==> src/hw/rtl/ilbm_pkg.sv <==
`timescale 1ns / 1ps
// ----------------------------------------------------------------------------
// Indexed latch bank mapper package
// Shared types, constants and variant codes for the bank mapper blocks.
// ----------------------------------------------------------------------------
package ilbm_pkg;

   // Address decode for the index register.
   localparam logic [15:0] SEL_MASK  = 16'h4101;
   localparam logic [15:0] SEL_MATCH = 16'h4100;

   localparam int NUM_LATCHES = 8;
   localparam int LATCH_BITS  = 3;

   // Latches referenced by the bank formulas.
   localparam int PRG_LATCH  = 5;
   localparam int HIGH_LATCH = 4;
   localparam int EXT_LATCH  = 6;
   localparam int MODE_LATCH = 7;

   // Board variants; only the low bits of each latch are ever used.
   typedef enum logic [1:0] {
      VARIANT_2K_PAIR  = 2'd0,
      VARIANT_2K_PLAIN = 2'd1,
      VARIANT_2K_QUAD  = 2'd2,
      VARIANT_1K_SPLIT = 2'd3
   } variant_type;

   typedef logic [NUM_LATCHES-1:0][LATCH_BITS-1:0] latch_array_type;

   // Request payload.
   typedef struct packed {
      logic [7:0]  data;
      logic [15:0] address;
   } req_type;

   // Response payload, last field in the lowest bits.
   typedef struct packed {
      logic [1:0] mirroring;
      logic       chr_slot_layout;
      logic [7:0] chr_bank_3;
      logic [7:0] chr_bank_2;
      logic [7:0] chr_bank_1;
      logic [7:0] chr_bank_0;
      logic [2:0] prg_bank;
   } rsp_type;

   localparam int REQ_BITS = $bits(req_type);
   localparam int RSP_BITS = $bits(rsp_type);
   localparam int RSP_TDATA_BITS = ((RSP_BITS + 7) / 8) * 8;

endpackage

==> src/hw/rtl/ilbm_latch_file.sv <==
`timescale 1ns / 1ps
// ----------------------------------------------------------------------------
// Latch file
// Holds the index register and the eight bank latches, decodes each request
// and presents the latch contents as they stand after that request.
// ----------------------------------------------------------------------------
module ilbm_latch_file
   import ilbm_pkg::*;
(
   input  logic            clock,
   input  logic            reset,
   input  logic            wr_en,
   input  req_type         wr_req,
   output latch_array_type latches_next
);

   logic [LATCH_BITS-1:0] index_ff;
   logic [LATCH_BITS-1:0] index_in;
   latch_array_type       latches_ff;
   latch_array_type       latches_in;
   logic                  index_hit;

   // An address matching the select pattern loads the index; any other
   // address writes the selected latch.
   always_comb begin
      index_hit  = (wr_req.address & SEL_MASK) == SEL_MATCH;
      index_in   = index_ff;
      latches_in = latches_ff;
      if (wr_en) begin
         if (index_hit) begin
            index_in = wr_req.data[LATCH_BITS-1:0];
         end else begin
            latches_in[index_ff] = wr_req.data[LATCH_BITS-1:0];
         end
      end
   end

   assign latches_next = latches_in;

   always_ff @(posedge clock) begin
      if (reset) begin
         index_ff   <= '0;
         latches_ff <= '0;
      end else begin
         index_ff   <= index_in;
         latches_ff <= latches_in;
      end
   end

endmodule

==> src/hw/rtl/ilbm_bank_calc.sv <==
`timescale 1ns / 1ps
// ----------------------------------------------------------------------------
// Bank calculator
// Derives the program bank, graphics banks, slot layout and mirroring from
// the latch contents and the board variant.
// ----------------------------------------------------------------------------
module ilbm_bank_calc
   import ilbm_pkg::*;
(
   input  latch_array_type latches,
   input  variant_type     variant,
   output rsp_type         result
);

   logic [3:0][7:0]            chr;
   logic [LATCH_BITS-1:0]      sel;
   logic [2*LATCH_BITS-1:0]    base;
   logic [1:0]                 slot;
   logic [LATCH_BITS-1:0]      hi;

   always_comb begin
      hi = latches[HIGH_LATCH];
      for (int s = 0; s < 4; s++) begin
         slot = 2'(s);
         // In the 2K variants, simple mode takes every slot from latch 0.
         sel  = latches[MODE_LATCH][0] ? latches[0] : latches[{1'b0, slot}];
         base = {hi, sel};
         case (variant)
            VARIANT_2K_PAIR:  chr[slot] = {1'b0, base, slot[0]};
            VARIANT_2K_PLAIN: chr[slot] = {2'b00, base};
            VARIANT_2K_QUAD:  chr[slot] = {base, slot};
            VARIANT_1K_SPLIT: begin
               chr[slot] = {5'd0, latches[{1'b0, slot}]};
               case (slot)
                  2'd1:    chr[slot][4] = hi[0];
                  2'd2:    chr[slot][4] = hi[1];
                  2'd3:    begin
                     chr[slot][4] = hi[2];
                     chr[slot][3] = latches[EXT_LATCH][0];
                  end
                  default: ;
               endcase
            end
            default: chr[slot] = '0;
         endcase
      end
   end

   always_comb begin
      result.prg_bank        = latches[PRG_LATCH];
      result.chr_bank_0      = chr[0];
      result.chr_bank_1      = chr[1];
      result.chr_bank_2      = chr[2];
      result.chr_bank_3      = chr[3];
      result.chr_slot_layout = variant == VARIANT_1K_SPLIT;
      // Simple mode forces vertical mirroring.
      result.mirroring       = latches[MODE_LATCH][0] ? 2'd0
                                                      : latches[MODE_LATCH][2:1];
   end

endmodule

==> src/hw/rtl/ilbm_out_buffer.sv <==
`timescale 1ns / 1ps
// ----------------------------------------------------------------------------
// Output buffer
// Result register with a skid stage, so a new request is taken while a
// finished result still waits for the receiver.
// ----------------------------------------------------------------------------
module ilbm_out_buffer
   import ilbm_pkg::*;
(
   input  logic    clock,
   input  logic    reset,
   input  logic    in_valid,
   output logic    in_ready,
   input  rsp_type in_data,
   output logic    out_valid,
   input  logic    out_ready,
   output rsp_type out_data
);

   logic    main_valid_ff, main_valid_in;
   logic    skid_valid_ff, skid_valid_in;
   rsp_type main_data_ff,  main_data_in;
   rsp_type skid_data_ff,  skid_data_in;
   logic    push;

   assign in_ready  = !skid_valid_ff;
   assign push      = in_valid && in_ready;
   assign out_valid = main_valid_ff;
   assign out_data  = main_data_ff;

   // Refill the result register from the skid stage first, then from input.
   always_comb begin
      main_valid_in = main_valid_ff;
      main_data_in  = main_data_ff;
      skid_valid_in = skid_valid_ff;
      skid_data_in  = skid_data_ff;
      if (!main_valid_ff || out_ready) begin
         main_valid_in = skid_valid_ff || push;
         main_data_in  = skid_valid_ff ? skid_data_ff : in_data;
         skid_valid_in = 1'b0;
      end else if (push) begin
         skid_valid_in = 1'b1;
         skid_data_in  = in_data;
      end
   end

   always_ff @(posedge clock) begin
      if (reset) begin
         main_valid_ff <= 1'b0;
         skid_valid_ff <= 1'b0;
      end else begin
         main_valid_ff <= main_valid_in;
         skid_valid_ff <= skid_valid_in;
      end
      main_data_ff <= main_data_in;
      skid_data_ff <= skid_data_in;
   end

endmodule

==> src/hw/rtl/indexed_latch_bank_mapper.sv <==
`timescale 1ns / 1ps
// ----------------------------------------------------------------------------
// Indexed latch bank mapper
// Cartridge bank switch: CPU writes load an index register or a bank latch,
// and every write reports the resulting program and graphics banks.
// ----------------------------------------------------------------------------
// Usage:
//   Each CPU write enters as one request on req_ (address and data). A write
//   whose address under mask 0x4101 equals 0x4100 loads the index; any other
//   write stores the data in the latch that the index selects. Each request
//   yields exactly one response on rsp_ with the banks after that write.
//   The board variant is written on csr_ while no request is in flight; the
//   port is always ready.
//   The response is valid in the cycle after the request is accepted unless
//   the receiver stalls. Throughput is one request per cycle while it keeps
//   up, set by the single result register after the decode and bank logic.
//   When the receiver stalls, one further request is held in a skid stage;
//   req_tready then drops until the result register drains.
//   Reset clears the index, all latches, the variant and both output stages.
// ----------------------------------------------------------------------------
module indexed_latch_bank_mapper
   import ilbm_pkg::*;
(
   input  logic                      clock,
   input  logic                      reset,
   // req_tdata: address[15:0], data[23:16]
   input  logic                      req_tvalid,
   output logic                      req_tready,
   input  logic [REQ_BITS-1:0]       req_tdata,
   // rsp_tdata: prg_bank[2:0], chr_bank_0[10:3], chr_bank_1[18:11],
   //            chr_bank_2[26:19], chr_bank_3[34:27], chr_slot_layout[35],
   //            mirroring[37:36], zero fill above
   output logic                      rsp_tvalid,
   input  logic                      rsp_tready,
   output logic [RSP_TDATA_BITS-1:0] rsp_tdata,
   // board_variant
   input  logic                      csr_valid,
   output logic                      csr_ready,
   input  logic [1:0]                csr_wdata
);

   variant_type     variant_ff;
   variant_type     variant_in;
   req_type         req;
   logic            req_fire;
   latch_array_type latches_next;
   rsp_type         result;
   rsp_type         rsp_data;

   assign req       = req_type'(req_tdata);
   assign req_fire  = req_tvalid && req_tready;
   assign csr_ready = 1'b1;

   // Board variant register.
   assign variant_in = (csr_valid && csr_ready) ? variant_type'(csr_wdata) : variant_ff;

   always_ff @(posedge clock) begin
      if (reset) begin
         variant_ff <= VARIANT_2K_PAIR;
      end else begin
         variant_ff <= variant_in;
      end
   end

   ilbm_latch_file u_latch_file (
      .clock        (clock),
      .reset        (reset),
      .wr_en        (req_fire),
      .wr_req       (req),
      .latches_next (latches_next)
   );

   ilbm_bank_calc u_bank_calc (
      .latches (latches_next),
      .variant (variant_ff),
      .result  (result)
   );

   ilbm_out_buffer u_out_buffer (
      .clock     (clock),
      .reset     (reset),
      .in_valid  (req_tvalid),
      .in_ready  (req_tready),
      .in_data   (result),
      .out_valid (rsp_tvalid),
      .out_ready (rsp_tready),
      .out_data  (rsp_data)
   );

   assign rsp_tdata = {(RSP_TDATA_BITS - RSP_BITS)'(0), rsp_data};

endmodule

==> config.mk <==
export PLATFORM = sky130hd
export DESIGN_NAME = indexed_latch_bank_mapper
export DESIGN_NICKNAME = d
export VERILOG_FILES = /design/src/hw/rtl/ilbm_pkg.sv /design/src/hw/rtl/ilbm_latch_file.sv /design/src/hw/rtl/ilbm_bank_calc.sv /design/src/hw/rtl/ilbm_out_buffer.sv /design/src/hw/rtl/indexed_latch_bank_mapper.sv
export SDC_FILE = /design/constraint.sdc
export NUM_CORES = 1
export LEC_CHECK = 0
export ABC_AREA = 1
export ABC_CLOCK_PERIOD_IN_PS = 8100
export BUFFER_PORTS_ARGS = -buffer_cell sky130_fd_sc_hd__buf_4
export CELL_PAD_IN_SITES_DETAIL_PLACEMENT = 1
export CELL_PAD_IN_SITES_GLOBAL_PLACEMENT = 1
export CORE_MARGIN = 2
export CORE_UTILIZATION = 45
export DETAILED_ROUTE_END_ITERATION = 10
export GPL_TIMING_DRIVEN = 0
export PLACE_DENSITY = 0.89
export SETUP_SLACK_MARGIN = 0.5
export SLEW_MARGIN = 20
export SYNTH_ARGS = -nofsm -noshare
export SYNTH_HDL_FRONTEND = slang
export SYNTH_SLANG_ARGS = --single-unit
==> constraint.sdc <==
create_clock -name clock -period 8.1 [get_ports clock]
set_input_delay 1.62 -clock clock [delete_from_list [all_inputs] [get_ports clock]]
set_output_delay 1.62 -clock clock [all_outputs]
set_load 0.02 [all_outputs]
---- Yosys cells after proc, flatten, opt, wreduce, memory -nomap -nowiden ----
Cells that the tools add are included.
operators by class
  reductions and logical operators ........ 11
  mux-type cells .......................... 14
  equal/unequal tests ..................... 4
  $lt $le $gt $ge ......................... 2
  div/mod/pow operators ................... 0
  multipliers ............................. 0
  shift operators ......................... 0
  bitwise gates (word level) .............. 2
  add/subtract/negate cells ............... 0
operators by type and width
  kind                count
  $pmux 8 s4          4
  $mux 24             2
  $mux 38             1
  $bwmux 24           1
  $mux 3              4
  $demux 3 s3         1
  $reduce_and 2->1    3
  $eq 2x2->1 const B  2
  $lt 3x4->1 const B  1
  $eq 3x3->1 const B  1
  $ge 3x1->1 const B  1
  $eq 2x1->1 const B  1
  $logic_and 1x1->1   2
  $logic_not 1->1     2
  $logic_not 2->1     1
  $logic_or 1x1->1    2
  $mux 2              1
  $not 1->1           2
  $reduce_or 2->1     1
word-level totals
  output and inout bits ................... 43
  bits of input ports ..................... 31
  memory bits (read-only) ................. 0
  RAM bits ................................ 0
  logic and storage cells ................. 60
  flip-flop bits (word level) ............. 107
  latch bits .............................. 0
  memories ................................ 0

---- Depth between registers and ports, before layout ----
Gate-level depths: netlist of the first run.
  depth in word-level cells ............... 10
  depth in mapped cells ................... 14
  depth with buffers taken out ............ 13

---- By module ----
A second synthesis of the first run with hierarchy kept.
second synthesis, totals
  cells, all modules ...................... 580
  area total of the unflattened synthesis .. 4997.3 um2
by module, submodules not included
  module                     seq. area each (um2)  area each (um2)  times used  cells each
  ilbm_out_buffer            2322.2                2897.8           1           212
  ilbm_latch_file            540.5                 1408.9           1           227
  ilbm_bank_calc             0.0                   571.8            1           121
  indexed_latch_bank_mapper  40.0                  118.9            1           20

---- Worst setup path before layout of the first run ----
Ideal clock, no wire load.
  path kind ............................... input to register
  start ................................... input rsp_tready
  end ..................................... register u_out_buffer.skid_data_ff[0] (netlist bit) (enable)
  data arrival time ....................... 3.671 ns
  data required time ...................... 7.685 ns
  setup slack ............................. 4.014 ns
  buffers on the path ..................... 0
  stages .................................. 3
  setup time .............................. 0.415 ns
  cell sequence ........................... inv_1 -> nand2_1 -> nor2_1
between the ends
  cells in the longest elaborated chain, start to end .. 3
ends and longest elaborated chain
  what                               RTL line                         text
  start: declaration                 indexed_latch_bank_mapper.sv:34  input logic rsp_tready,
  $logic_or 1x1->1                   ilbm_out_buffer.sv:37            if (!main_valid_ff || out_ready) begin
  $not 1->1 (no source line)         n/a
  $reduce_and 2->1 (no source line)  n/a
  end signal: assignment             ilbm_out_buffer.sv:56            skid_data_ff <= skid_data_in;
  end: declaration                   ilbm_out_buffer.sv:23            rsp_type skid_data_ff, skid_data_in;
No other way between the ends.
A chain may end at the register's enable or synchronous reset.

---- Worst setup path in the final report of the first run ----
  start ................................... input rsp_tready
  end ..................................... register u_out_buffer.skid_data_ff[13] (netlist bit) (enable)
Same word-level chain as after synthesis.

==> results.md, run 1 <==
- The relative slew slack is 44.6%.
- The height of the die is 99.9 um.
- The internal power is 0.663 mW.
- Counting buffers and inverters, the worst setup path is 4 cells deep.
- The DRC marker count from the first detailed-route iteration is 155.
- The tree is rooted in a clkbuf_8.
- For this run, the total global-route usage over all layers was measured as 22.0%.
- The run finished with clean final reports.
- The number of buffers created by CTS is 9.
- The largest single stage delay on the critical path is 0.84 ns.
- The sequential share of the synthesized area is 56.1%.
- Entering global routing, the biggest net connects 33 pins.
- In this run the tool buffered the top-level ports with 51 buffer cells.
- The clock insertion delay at the later pin of the skew report is 0.37 ns.
- The area of the die is 9980 um^2.
- The antenna diode count is 0.
- The power per cell area is 192 nW/um^2.
- The initial antenna violation count was 0.
- The floorplan has 35 rows.
- The instance count of the mapped netlist is 455.
- In this run, placement finished with an instance count of 618.
- 74 I/O pins were placed.
- Sequential cells account for 54.5% of the total power.
- The worst reg2reg path depth is 13.
- The clock arrives with 0.00788 ns of skew.
- The worst hold path passes through 2 cells.
- The per-instance average area after synthesis is 9.10 um^2.
- The maximum level of the CTS H-tree is 3.
- The first detailed-routing pass took 4 iterations.
- The longest clock path from root to sink contains 2 buffers.
- Across the VDD grid, the largest voltage drop is 0.0000714 V.
- The worst setup path is of the primary input to flop kind.
- Of all nets on the critical path, the largest fanout is 32.
- The effective utilization at floorplan is 45.7%.
- The count of hold-fix buffers inserted at cts is 0.
- Measured along the x axis, the die boundary spans 99.9 um.
- The number of global-route vias before repair came to 3414.
- The number of cells in the finished layout apart from fillers is 634.
- The final-report max-slew violation count was 0.
- The achievable frequency is 326 MHz.
- The clock network power share is 30.0%.
- Setup repair after global routing left no endpoint under its margin.
- For the pin with the worst max-slew slack, the measured transition is 0.829 ns.
- At the end of routability-driven placement, the weighted congestion stood at 0.869.
- For this block, the routed nets add up to 10.5 mm of wire.
- Summing all placed instances gives a cell area of 4680 um^2.
- The post-synthesis cell area is 4140 um^2.
- The worst path in the final design needs a cycle of 3.07 ns, including I/O delays and setup.
- The post-cts repair resize count is 0.
- Adding up every negative setup slack in the final design gives 0 ns.
- The worst setup margin is 5.03 ns.
- The number of post-CTS setup repair buffers is 0.
- Using the TritonRoute via totals, the vias-per-cell ratio works out to 5.23.
- The wire length of the first global-routing pass is 16.8 mm.
- The final hold violation count came to 0.
- The arrival time at the worst endpoint is 3.07 ns.
- After clock tree synthesis, the clock-pin slew on the worst setup and hold paths is 0.09 ns.
- Yosys mapped a number of flops with a built-in enable equal to 58.
- Summed over all nets, the switching power comes to 0.269 mW.
- For this run, the number of Yosys warnings is 0.
- The leakage power summed over all cells is 2.24 nW.
- The final critical-path share of the clock period is 37.8%.
- The largest individual stage delay along the critical path comes from the cell nor2_4.
- The count of state elements after synthesis is 87.
- The kind of cell with the highest combined delay on the critical path is simple AND/OR/NAND/NOR gates.
- The total via count in the routed design is 3313.
- The overall overflow remaining after global route is 0.
- STA classifies the critical path endpoint as a flop.
- The critical path startpoint category is a primary input.
- The number of antenna-violating nets in the routed design is 0.
- The combinational cell fraction of total power is 15.6%.
- In this run, distinct cell masters in the synthesized netlist total 38.
- At the worst endpoint, the required time is 8.10 ns.
- From synthesis to final layout, the design area changed by 17.1%.
- For this run, design rule violations remaining after detail routing come to 0.
- TritonCTS built the clock tree.
- After legalization and detailed placement, the total HPWL measured 7.65 mm.
- Across the run, the number of max-cap violations was 0.
- Dividing the detail-routed wire length by the instance count gives 16.6 um.
- The number of setup violations in the final report is 0.
- For this run, the post-layout net count is 549.
- The area of the core is 9060 um^2.
- The number of sinks handled by clock tree synthesis is 87.
- The share of cells above drive strength 1 is 24.1%.
- The finished cells cover 4850 um^2.
- Walking the worst path, the cells encountered are buf_4 -> inv_1 -> nand2_2 -> nor2_4.
- The post-placement worst setup slack is 4.60 ns.
- In this run switching power makes up 28.9% of total power.
- Counting flops with an async set or reset pin after synthesis yields a share of 0%.
- The class of the most critical hold timing path is flop to flop.
- The critical path contains buffers and inverters numbering 2 combined.
- The prevailing post-synth register cell is edfxtp_1.
[through the flow]
step | power, mW | utilization (%) | hold WS [ns]
finish | 0.932 | 53.5 | 0.520
global route | 0.963 | 53.5 | 0.546
CTS | 0.934 | 53.5 | 0.524
detailed placement | 0.662 | 51.6 | 0.503
global placement | 0.655 | 51.5 | 0.460
floorplan | 0.606 | - | 0.446
[Yosys cell counts (all sizes together), types with 5 or more instances]
library cell  number  share of area, %
o21ai             20               2.7
inv               41               3.7
buf               19               3.4
a211oi             5              0.91
edfxtp            58                42
nand3             37               6.0
dfxtp             29                14
nand4              8               1.4
nand2            164                17
clkbuf             7              0.73
nor2              46               5.0
[worst reg2reg max path, cell delays in order (launching register included)]
cell,delay (ns)
dfxtp_1,0.32
buf_6,0.14
clkinv_4,0.12
nand2_8,0.10
nor2_8,0.19
nand3_2,0.14
inv_2,0.11
nand2_1,0.07
nand3_1,0.22
o21ai_1,0.12
nor2_1,0.12
nand2_1,0.08
nand3_1,0.09
nand2_1,0.06
[power groups by stage]
stage	Clock, mW	Combinational, mW	Sequential (mW)
2_1_floorplan	0	0.0686	0.537
3_3_place_gp	0	0.138	0.517
3_5_place_dp	0	0.144	0.518
4_1_cts	0.281	0.145	0.508
5_1_grt	0.297	0.157	0.510
6_report	0.279	0.145	0.508
[metal layers]
layer | wire, um | track usage (%) | part of all wire [%] | vias to the layer above
met2 | 5220 | 38.0 | 50 | 82
met4 | 194 | 7.59 | 1.8 | 0
li1 | - | - | - | 1608
met5 | 0 | 0 | 0 | -
met1 | 4650 | 27.3 | 44 | 1606
met3 | 440 | 4.74 | 4.2 | 17
[layout by cell type, fill, tap and decap left out, types with 4 or more instances in the layout]
cell / n
edfxtp_1: 58
a211oi_1: 5
nand2_4: 4
nand2_1: 148
nand2_2: 11
nor2_1: 42
dfxtp_1: 29
nand3_2: 8
inv_1: 38
clkbuf_8: 9
clkbuf_1: 6
o21ai_0: 11
nand3_1: 27
buf_4: 64
nand4_1: 7
o21ai_1: 6
[cells by family (layout without fill, tap and decap cells)]
kind of cell	count (synthesis)	in the layout	share of synthesized area, %
other	2	3	0.181
buffers and inverters	68	135	8.01
AOI/OAI and AO/OA	37	37	5.83
and+or+nand+nor	261	261	29.9
DFF	87	87	56.1
[final cells by class]
| cell class | count | area (um^2) |
|---|---|---|
| Multi-Input combinational cell | 301 | 1500 |
| Inverter | 42 | 163 |
| Tap cell | 111 | 139 |
| Clock buffer | 9 | 124 |
| Sequential cell | 87 | 2320 |
| Timing Repair Buffer | 51 | 383 |
| Clock inverter | 7 | 48.8 |
| Buffer | 26 | 169 |
| Fill cell | 1067 | 4220 |
[worst paths after layout]
kind	endpoint	slack (ns)	start
max reg2reg	u_out_buffer.out_data[30]	5.97	u_out_buffer.skid_valid_ff
min reg2reg	u_latch_file.latches_ff[23]	0.52	u_latch_file.latches_ff[23]
max	u_out_buffer.skid_data_ff[13]	5.03	rsp_tready
min	u_latch_file.latches_ff[23]	0.52	u_latch_file.latches_ff[23]
[flip-flops by register name, summed over array words and instances, names as in the netlist]
signal / cells
u_latch_file.index_ff: 3
u_latch_file.latches_ff: 22
u_out_buffer.out_data: 29
u_out_buffer.out_valid: 1
u_out_buffer.skid_data_ff: 29
u_out_buffer.skid_valid_ff: 1
variant_ff: 2
Power figures use the tool's default switching activity.
==> inputs of run 2 (changes only) <==
- ABC_AREA: 1 -> 0
- ABC_CLOCK_PERIOD_IN_PS: 8100 -> 3000
- CORE_UTILIZATION: 45 -> 44
- PLACE_DENSITY: 0.89 -> 0.84
- clock period: 8.1 -> 3 ns (I/O delays scaled with it)
==> results.md, run 2 <==
- Across every metal layer, demand over resource in global routing totals 22.3%.
- In this run the static leakage power is 2.15 nW.
- The H-tree generated during clock tree synthesis spans 3 levels.
- Cells with a size suffix above 1 make up 38.9% of the layout.
- The number of buffers created by CTS is 9.
- The tool flagged a number of max-cap violations equal to 0.
- In the synthesized netlist the async set-or-reset flop fraction comes to 0%.
- The multi-input combinational cells in the finished layout cover a total of 1660 um^2.
- The critical path goes through buf_6 -> and3b_1 -> buf_6 -> or4_4 -> buf_6 -> and2_4 -> buf_8 -> mux2i_2 -> mux4_2 -> mux2_4.
- The number of standard-cell rows in the floorplan is 35.
- The wire length of the first global-routing pass is 16.9 mm.
- In the routed layout, each cell is associated on average with a via count of 5.51.
- The clock reaches the later pin of the worst-skew pair after 0.37 ns.
- Among all cell types in the netlist, the one instantiated most often is edfxtp_1.
- The design draws 2.58 mW.
- The floorplan step defined a die boundary enclosing 9990 um^2.
- In the routed design, unresolved DRC markers number 0.
- The prevailing post-synth register cell is edfxtp_1.
- The top fanout value on the critical path is 6.
- The cell accounting for the most synthesized area is edfxtp_1.
- The DRC marker count from the first detailed-route iteration is 221.
- The Yosys step of the flow raised 0 warnings.
- Measured against its own limit, the worst slew margin works out to 40.2%.
- Input and output buffers added on the ports amount to 48.
- The final hold violation count is 0.
- The synthesis-to-layout area growth is 27.8%.
- The clock passes through at most 2 buffers.
- The worst hold path belongs to the class primary input to flop.
- The kind of cell with the highest combined delay on the critical path is multiplexers.
- The maximum ir drop on the vdd rail is 0.000338 V.
- The clock skew is 0.0110 ns.
- STA classifies the critical path endpoint as a flop.
- The flow ran to the end, and the final reports show no timing, DRC or antenna violations.
- The final critical-path share of the clock period is 91.1%.
- Counting the fill cells in the layout gives 940.
- Counting flops and latches in the post-synthesis netlist gives 87.
- The delay contributed by the slowest stage of the critical path is 0.51 ns.
- The final weighted congestion in routability-driven placement is 0.884.
- After detailed routing, the average wire length per cell comes to 19.7 um.
- For the worst setup path, the data required time is 3.12 ns.
- By count the netlist is led by edfxtp_1 (58), nor2_1 (40), nand2_1 (34), dfxtp_1 (29), mux2_2 (22).
- The die span in x is 99.9 um.
- In the post-route analysis, the smallest setup slack over all paths is 0.266 ns.
- The number of gates on the worst path with buffers counted is 10.
- Across the whole layout, storage elements account for 2330 um^2.
- Prior to clock tree synthesis, the placed netlist has a worst setup slack of -0.249 ns.
- STA puts the critical path data arrival time at 2.85 ns.
- Leaving out fill and tap cells, the most frequent cells in the layout are buf_4 (79), edfxtp_1 (58), nor2_1 (38).
- The TritonCTS clock tree is built.
- The final critical-path required period is 2.73 ns.
- Timing would allow up to 366 MHz.
- For this run, the detailed router's first-pass iteration total came to 5.
- Yosys attributes the largest share of cell area to edfxtp_1 (43%), dfxtp_1 (14%), mux2_2 (6.1%).
- The antenna diode count is 0.
- The sequential share of the synthesized area is 57.4%.
- The final-report max-slew violation count is 0.
- The instance count of the mapped netlist is 339.
- The number of enable-type register cells in the synthesized netlist is 58.
- Counting both buffers and inverters, the worst setup path holds a total of 4.
- The area share of the leading cell type in the synthesized netlist is 43.0%.
- The per-instance average area after synthesis is 11.9 um^2.
- The number of cells in the finished layout apart from fillers is 540.
- The number of setup violations in the final report is 0.
- In this run the count of I/O pins placed on the die edge is 74.
- Setup repair after global routing could not meet its margin everywhere.
- The number of placed instances, taps included, is 500.
- After legalization and detailed placement, the total HPWL measured 7.13 mm.
- The overall overflow remaining after global route is 0.
- The floorplan step defined a core boundary enclosing 9060 um^2.
- The category of the critical setup timing path is primary input to flop.
- Dividing total power by cell area gives a power density of 498 nW/um^2.
- For this design, the sink count on the clock tree is 87.
- Measured along the y axis, the die boundary spans 99.9 um.
- The number of nets at the end of the flow is 455.
- The post-route setup TNS is 0 ns.
- The netlist uses 61 different library cells.
- The post-synthesis cell area is 4050 um^2.
- The slew at the pin closest to its max-slew limit is 0.895 ns.
- The initial antenna violation count came to 0.
- The effective utilization at floorplan is 44.7%.
- The count of hold-fix buffers inserted at cts is 0.
- The clock transition at the register clock pins on the worst setup and hold paths after CTS is 0.09 ns.
- The critical path startpoint category is a primary input.
- The count of cells along the worst hold path is 3.
- For this block, the via count after detailed routing is 2973.
- Leaving out fill and tap cells, the most frequent cell in the layout is buf_4.
- On the final layout, the worst hold slack is 0.489 ns.
- The slowest stage of the critical path is the or4_4 cell.
- The worst reg2reg path depth is 8.
- The routed wire length is 10.6 mm.
- The largest net degree at the start of global routing is 30.
- CTS placed an instance of clkbuf_8 at the clock tree root.
- The count of nets left with antenna violations once routing finished came out at 0.
- Among the stages of the critical path, the cell type that occurs most often is buf_6.
- The number of global-route vias before repair is 3041.
-- run 2: cell types whose count changed after synthesis, moves of 8 or more --
cell,previous run,this run
inv_1,38,8
mux2_2,0,22
mux2i_1,0,20
nand2_1,149,34
nand2_2,10,0
nand3_1,27,1
nand3_2,8,0
-- run 2: cell type report --
class                   instances  share of cell area [%]
flip-flops and latches         87                    45.0
multi-input cells             211                    32.1
repair buffers                 73                    11.3
plain buffers                  32                    3.97
clock buffers                  11                    2.95
well taps                     111                    2.69
clock inverters                 5                    1.21
inverters                      10                   0.726
-- run 2: layer usage --
layer  global-route usage [%]  wire length [um]  vias up
li1                         -                 -     1395
met1                     29.4              4610     1477
met2                     38.0              5300       83
met3                     3.41               522       18
met4                     6.85               187        0
met5                        0                 0        -
-- run 2: what timing repair did --
action                     4_1_cts  5_1_grt
resized for setup               28        8
setup buffers                   20        4
pin swaps                        5        3
setup endpoints to repair       26       23
cloned                           0        0
-- run 2: metrics by stage --
step | util, % | cell area [um^2]
2_1_floorplan | - | 4080
3_3_place_gp | 50.5 | 4580
3_5_place_dp | 50.8 | 4610
4_1_cts | 56.2 | 5090
5_1_grt | 57.1 | 5170
6_report | 57.1 | 5170
-- run 2: where the power goes --
group          total [mW]  leakage (nW)  internal, mW  switching (mW)
clock network       0.885         0.102         0.442           0.444
registers            1.35         0.833          1.33          0.0189
logic               0.345          1.21         0.142           0.203
-- run 2: logic make-up after synthesis --
kind of cell / after synthesis / share of synthesized area [%]
AOI/OAI and AO/OA: 56 / 10.7
buffers and inverters: 42 / 5.81
DFF: 87 / 57.4
muxes: 47 / 13.4
other: 2 / 0.185
and+or+nand+nor: 105 / 12.5
-- run 2: final timing paths --
kind	start	slack [ns]	to
worst max-delay path	req_tdata[14]	0.27	u_out_buffer.out_data[31]
worst min-delay path	csr_wdata[0]	0.49	variant_ff[0]
worst max register to register	u_latch_file.index_ff[0]	0.33	u_out_buffer.out_data[31]
worst min register to register	u_latch_file.latches_ff[22]	0.53	u_latch_file.latches_ff[22]
-- run 2: worst min-delay path, delay by kind of cell --
kind | cells | cell delay (ns)
buffers and inverters | 1 | 0.08
muxes | 1 | 0.06
and+or+nand+nor | 1 | 0.08
==> inputs of run 3 (changes only) <==
- REMOVE_ABC_BUFFERS: unset -> 1
- SLEW_MARGIN: 20 -> 25
==> results.md, run 3 (synthesis results as in run 2) <==
- The flow ran to the end, and the final reports show no timing, DRC or antenna violations.
- In this run the power density over the cells is 496 nW/um^2.
- The final-report max-slew violation count came to 0.
- The layout has 949 filler cells.
- The height of the die is 99.9 um.
- Compared with the post-synthesis result, the final layout area differs by 26.1%.
- The slew at the pin closest to its max-slew limit is 0.829 ns.
- The area of the core is 9060 um^2.
- The first routing iteration left 231 violations.
- After legalization and detailed placement, the total HPWL measured 6.25 mm.
- Entering global routing, the biggest net connects 30 pins.
- The clock insertion delay at the later pin of the skew report is 0.37 ns.
- The repair_antennas step left the layout with diodes totalling 0.
- The buffer depth of the longest clock path is 2.
- Data on the critical path is required at its endpoint by 3.12 ns.
- Of the available clock period, the critical path in the final layout requires 89.3%.
- Registers take 2330 um^2.
- Leaving out fill and tap cells, the most frequent cell in the layout is buf_4.
- In the layout the commonest cells are buf_4 (78), edfxtp_1 (58), nor2_1 (38).
- The max-cap violation count is 0.
- The count of cells in the finished layout, fillers not included, comes to 523.
- The cell at the root of the clock tree is clkbuf_8.
- For the final database, setup skew stands at 0.0184 ns.
- CTS built an H-tree with a depth of 3.
- The final weighted congestion in routability-driven placement is 0.869.
- The initial antenna violation count is 0.
- For this run, design rule violations remaining after detail routing come to 0.
- The leakage power summed over all cells is 2.09 nW.
- The overall overflow remaining after global route is 0.
- Once the floorplan was initialized, standard cells occupied 44.7% of the core.
- The final hold violation count was 0.
- The worst setup margin is 0.320 ns.
- In the global route stage, met2 resource usage came out at 38.4%.
- The count of input and output buffers is 52.
- Timing analysis after detailed placement gives a worst setup slack of -0.229 ns.
- Setup violations remaining at the end of the flow were counted as 0.
- In this run the core area contains 35 standard-cell rows.
- The critical path in this run is classified as primary input to flop.
- The multi-input combinational cells in the finished layout cover a total of 1680 um^2.
- The number of global-route vias before repair is 3191.
- The top fanout value on the critical path is 5.
- The total global-route track usage is 23.0%.
- In the final layout, the share of cells above drive strength 1 is 41.0%.
- The worst hold path belongs to the class primary input to flop.
- Setup repair after global routing could not meet its margin everywhere.
- The number of sinks handled by clock tree synthesis is 87.
- The achievable frequency is 373 MHz.
- In the final design database the tool counted 438 nets.
- After detailed routing, the number of vias per cell comes to 6.04.
- Data on the critical path arrives at its endpoint at 2.80 ns.
- The number of buffers created by CTS is 9.
- Summed over all layers, the routed wires come to 12.2 mm.
- The critical path capture point type is a flop.
- In this run, placement finished with an instance count of 473.
- The layer carrying the most global-route usage is met2.
- The wire length per cell is 23.4 um.
- The worst setup path is launched from a primary input.
- The clock transition at the register clock pins on the worst setup and hold paths after CTS is 0.10 ns.
- In the global route stage, met3 resource usage came out at 5.01%.
- The final critical-path required period is 2.68 ns.
- In this run the remaining antenna-violating nets after routing total 0.
- Final hold analysis gives a worst-case slack of 0.474 ns.
- The count of hold-fix buffers inserted at cts is 0.
- TritonCTS built the clock tree.
- For the final routed database, the setup TNS stands at 0 ns.
- The number of detailed-route iterations in the first pass is 6.
- The floorplan step defined a die boundary enclosing 9990 um^2.
- In this run the horizontal extent of the chip is 99.9 um.
- The first global-routing pass estimated 17.4 mm of wire.
- For this design the top-level I/O count stands at 74.
- The global routing usage on met1 is 28.2%.
- For this block, the via count after detailed routing is 3159.
- The maximum ir drop on the vdd rail is 0.000516 V.
- In this run the tightest slew margin relative to its limit is 44.6%.
==> run 3: where the power goes <==
part	total, mW	switching (mW)	internal, mW
sequential	1.36	0.0306	1.33
combinational	0.333	0.200	0.132
clock	0.839	0.454	0.385
total	2.53	0.685	1.84
==> run 3: cell type report <==
cell class	count	share of cell area, %
clock buffer	9	2.43
clock inverter	7	1.40
inverter	10	0.735
multi-input combinational	212	32.9
sequential	87	45.7
tap	111	2.72
timing repair buffer	87	14.1
==> run 3: per-stage QoR <==
step                      total power [mW]  cell area (um^2)  util (%)
after floorplan                       1.53              3850         -
after global placement                1.65              4380      48.4
after detailed placement              1.67              4450      49.1
after CTS                             2.50              4930      54.4
after global routing                  2.60              5100      56.3
final                                 2.53              5100      56.3
==> run 3: path summary, 6_finish.rpt <==
path | from | to | slack, ns | cells past startpoint
max reg2reg | u_latch_file.index_ff[1] | u_out_buffer.out_data[22] | 0.39 | 8
min reg2reg | u_out_buffer.skid_data_ff[36] | u_out_buffer.out_data[36] | 0.54 | 2
max | req_tdata[8] | u_out_buffer.out_data[22] | 0.32 | 9
min | csr_wdata[0] | variant_ff[0] | 0.47 | 3
==> run 3: routing by layer <==
metal | vias to the layer above | share of wire [%]
met5 | - | 0
met3 | 43 | 6.3
li1 | 1361 | -
met4 | 0 | 3.3
met1 | 1593 | 40
met2 | 162 | 50
==> run 3: what timing repair did <==
item / CTS / global route
pin swaps: 11 / 7
resized for setup: 26 / 23
endpoints found under the hold margin: 0 / 0
setup buffers: 24 / 9
gates cloned: 1 / 0
setup endpoints to repair: 44 / 20
==> run 3: critical path: stages <==
cell and delay, ns:
buf_6 0.09, and3b_2 0.26, or4_4 0.57, buf_6 0.16, a211oi_4 0.26, buf_4 0.19, a211oi_2 0.05, a211o_1 0.33
mux2_4 0.29
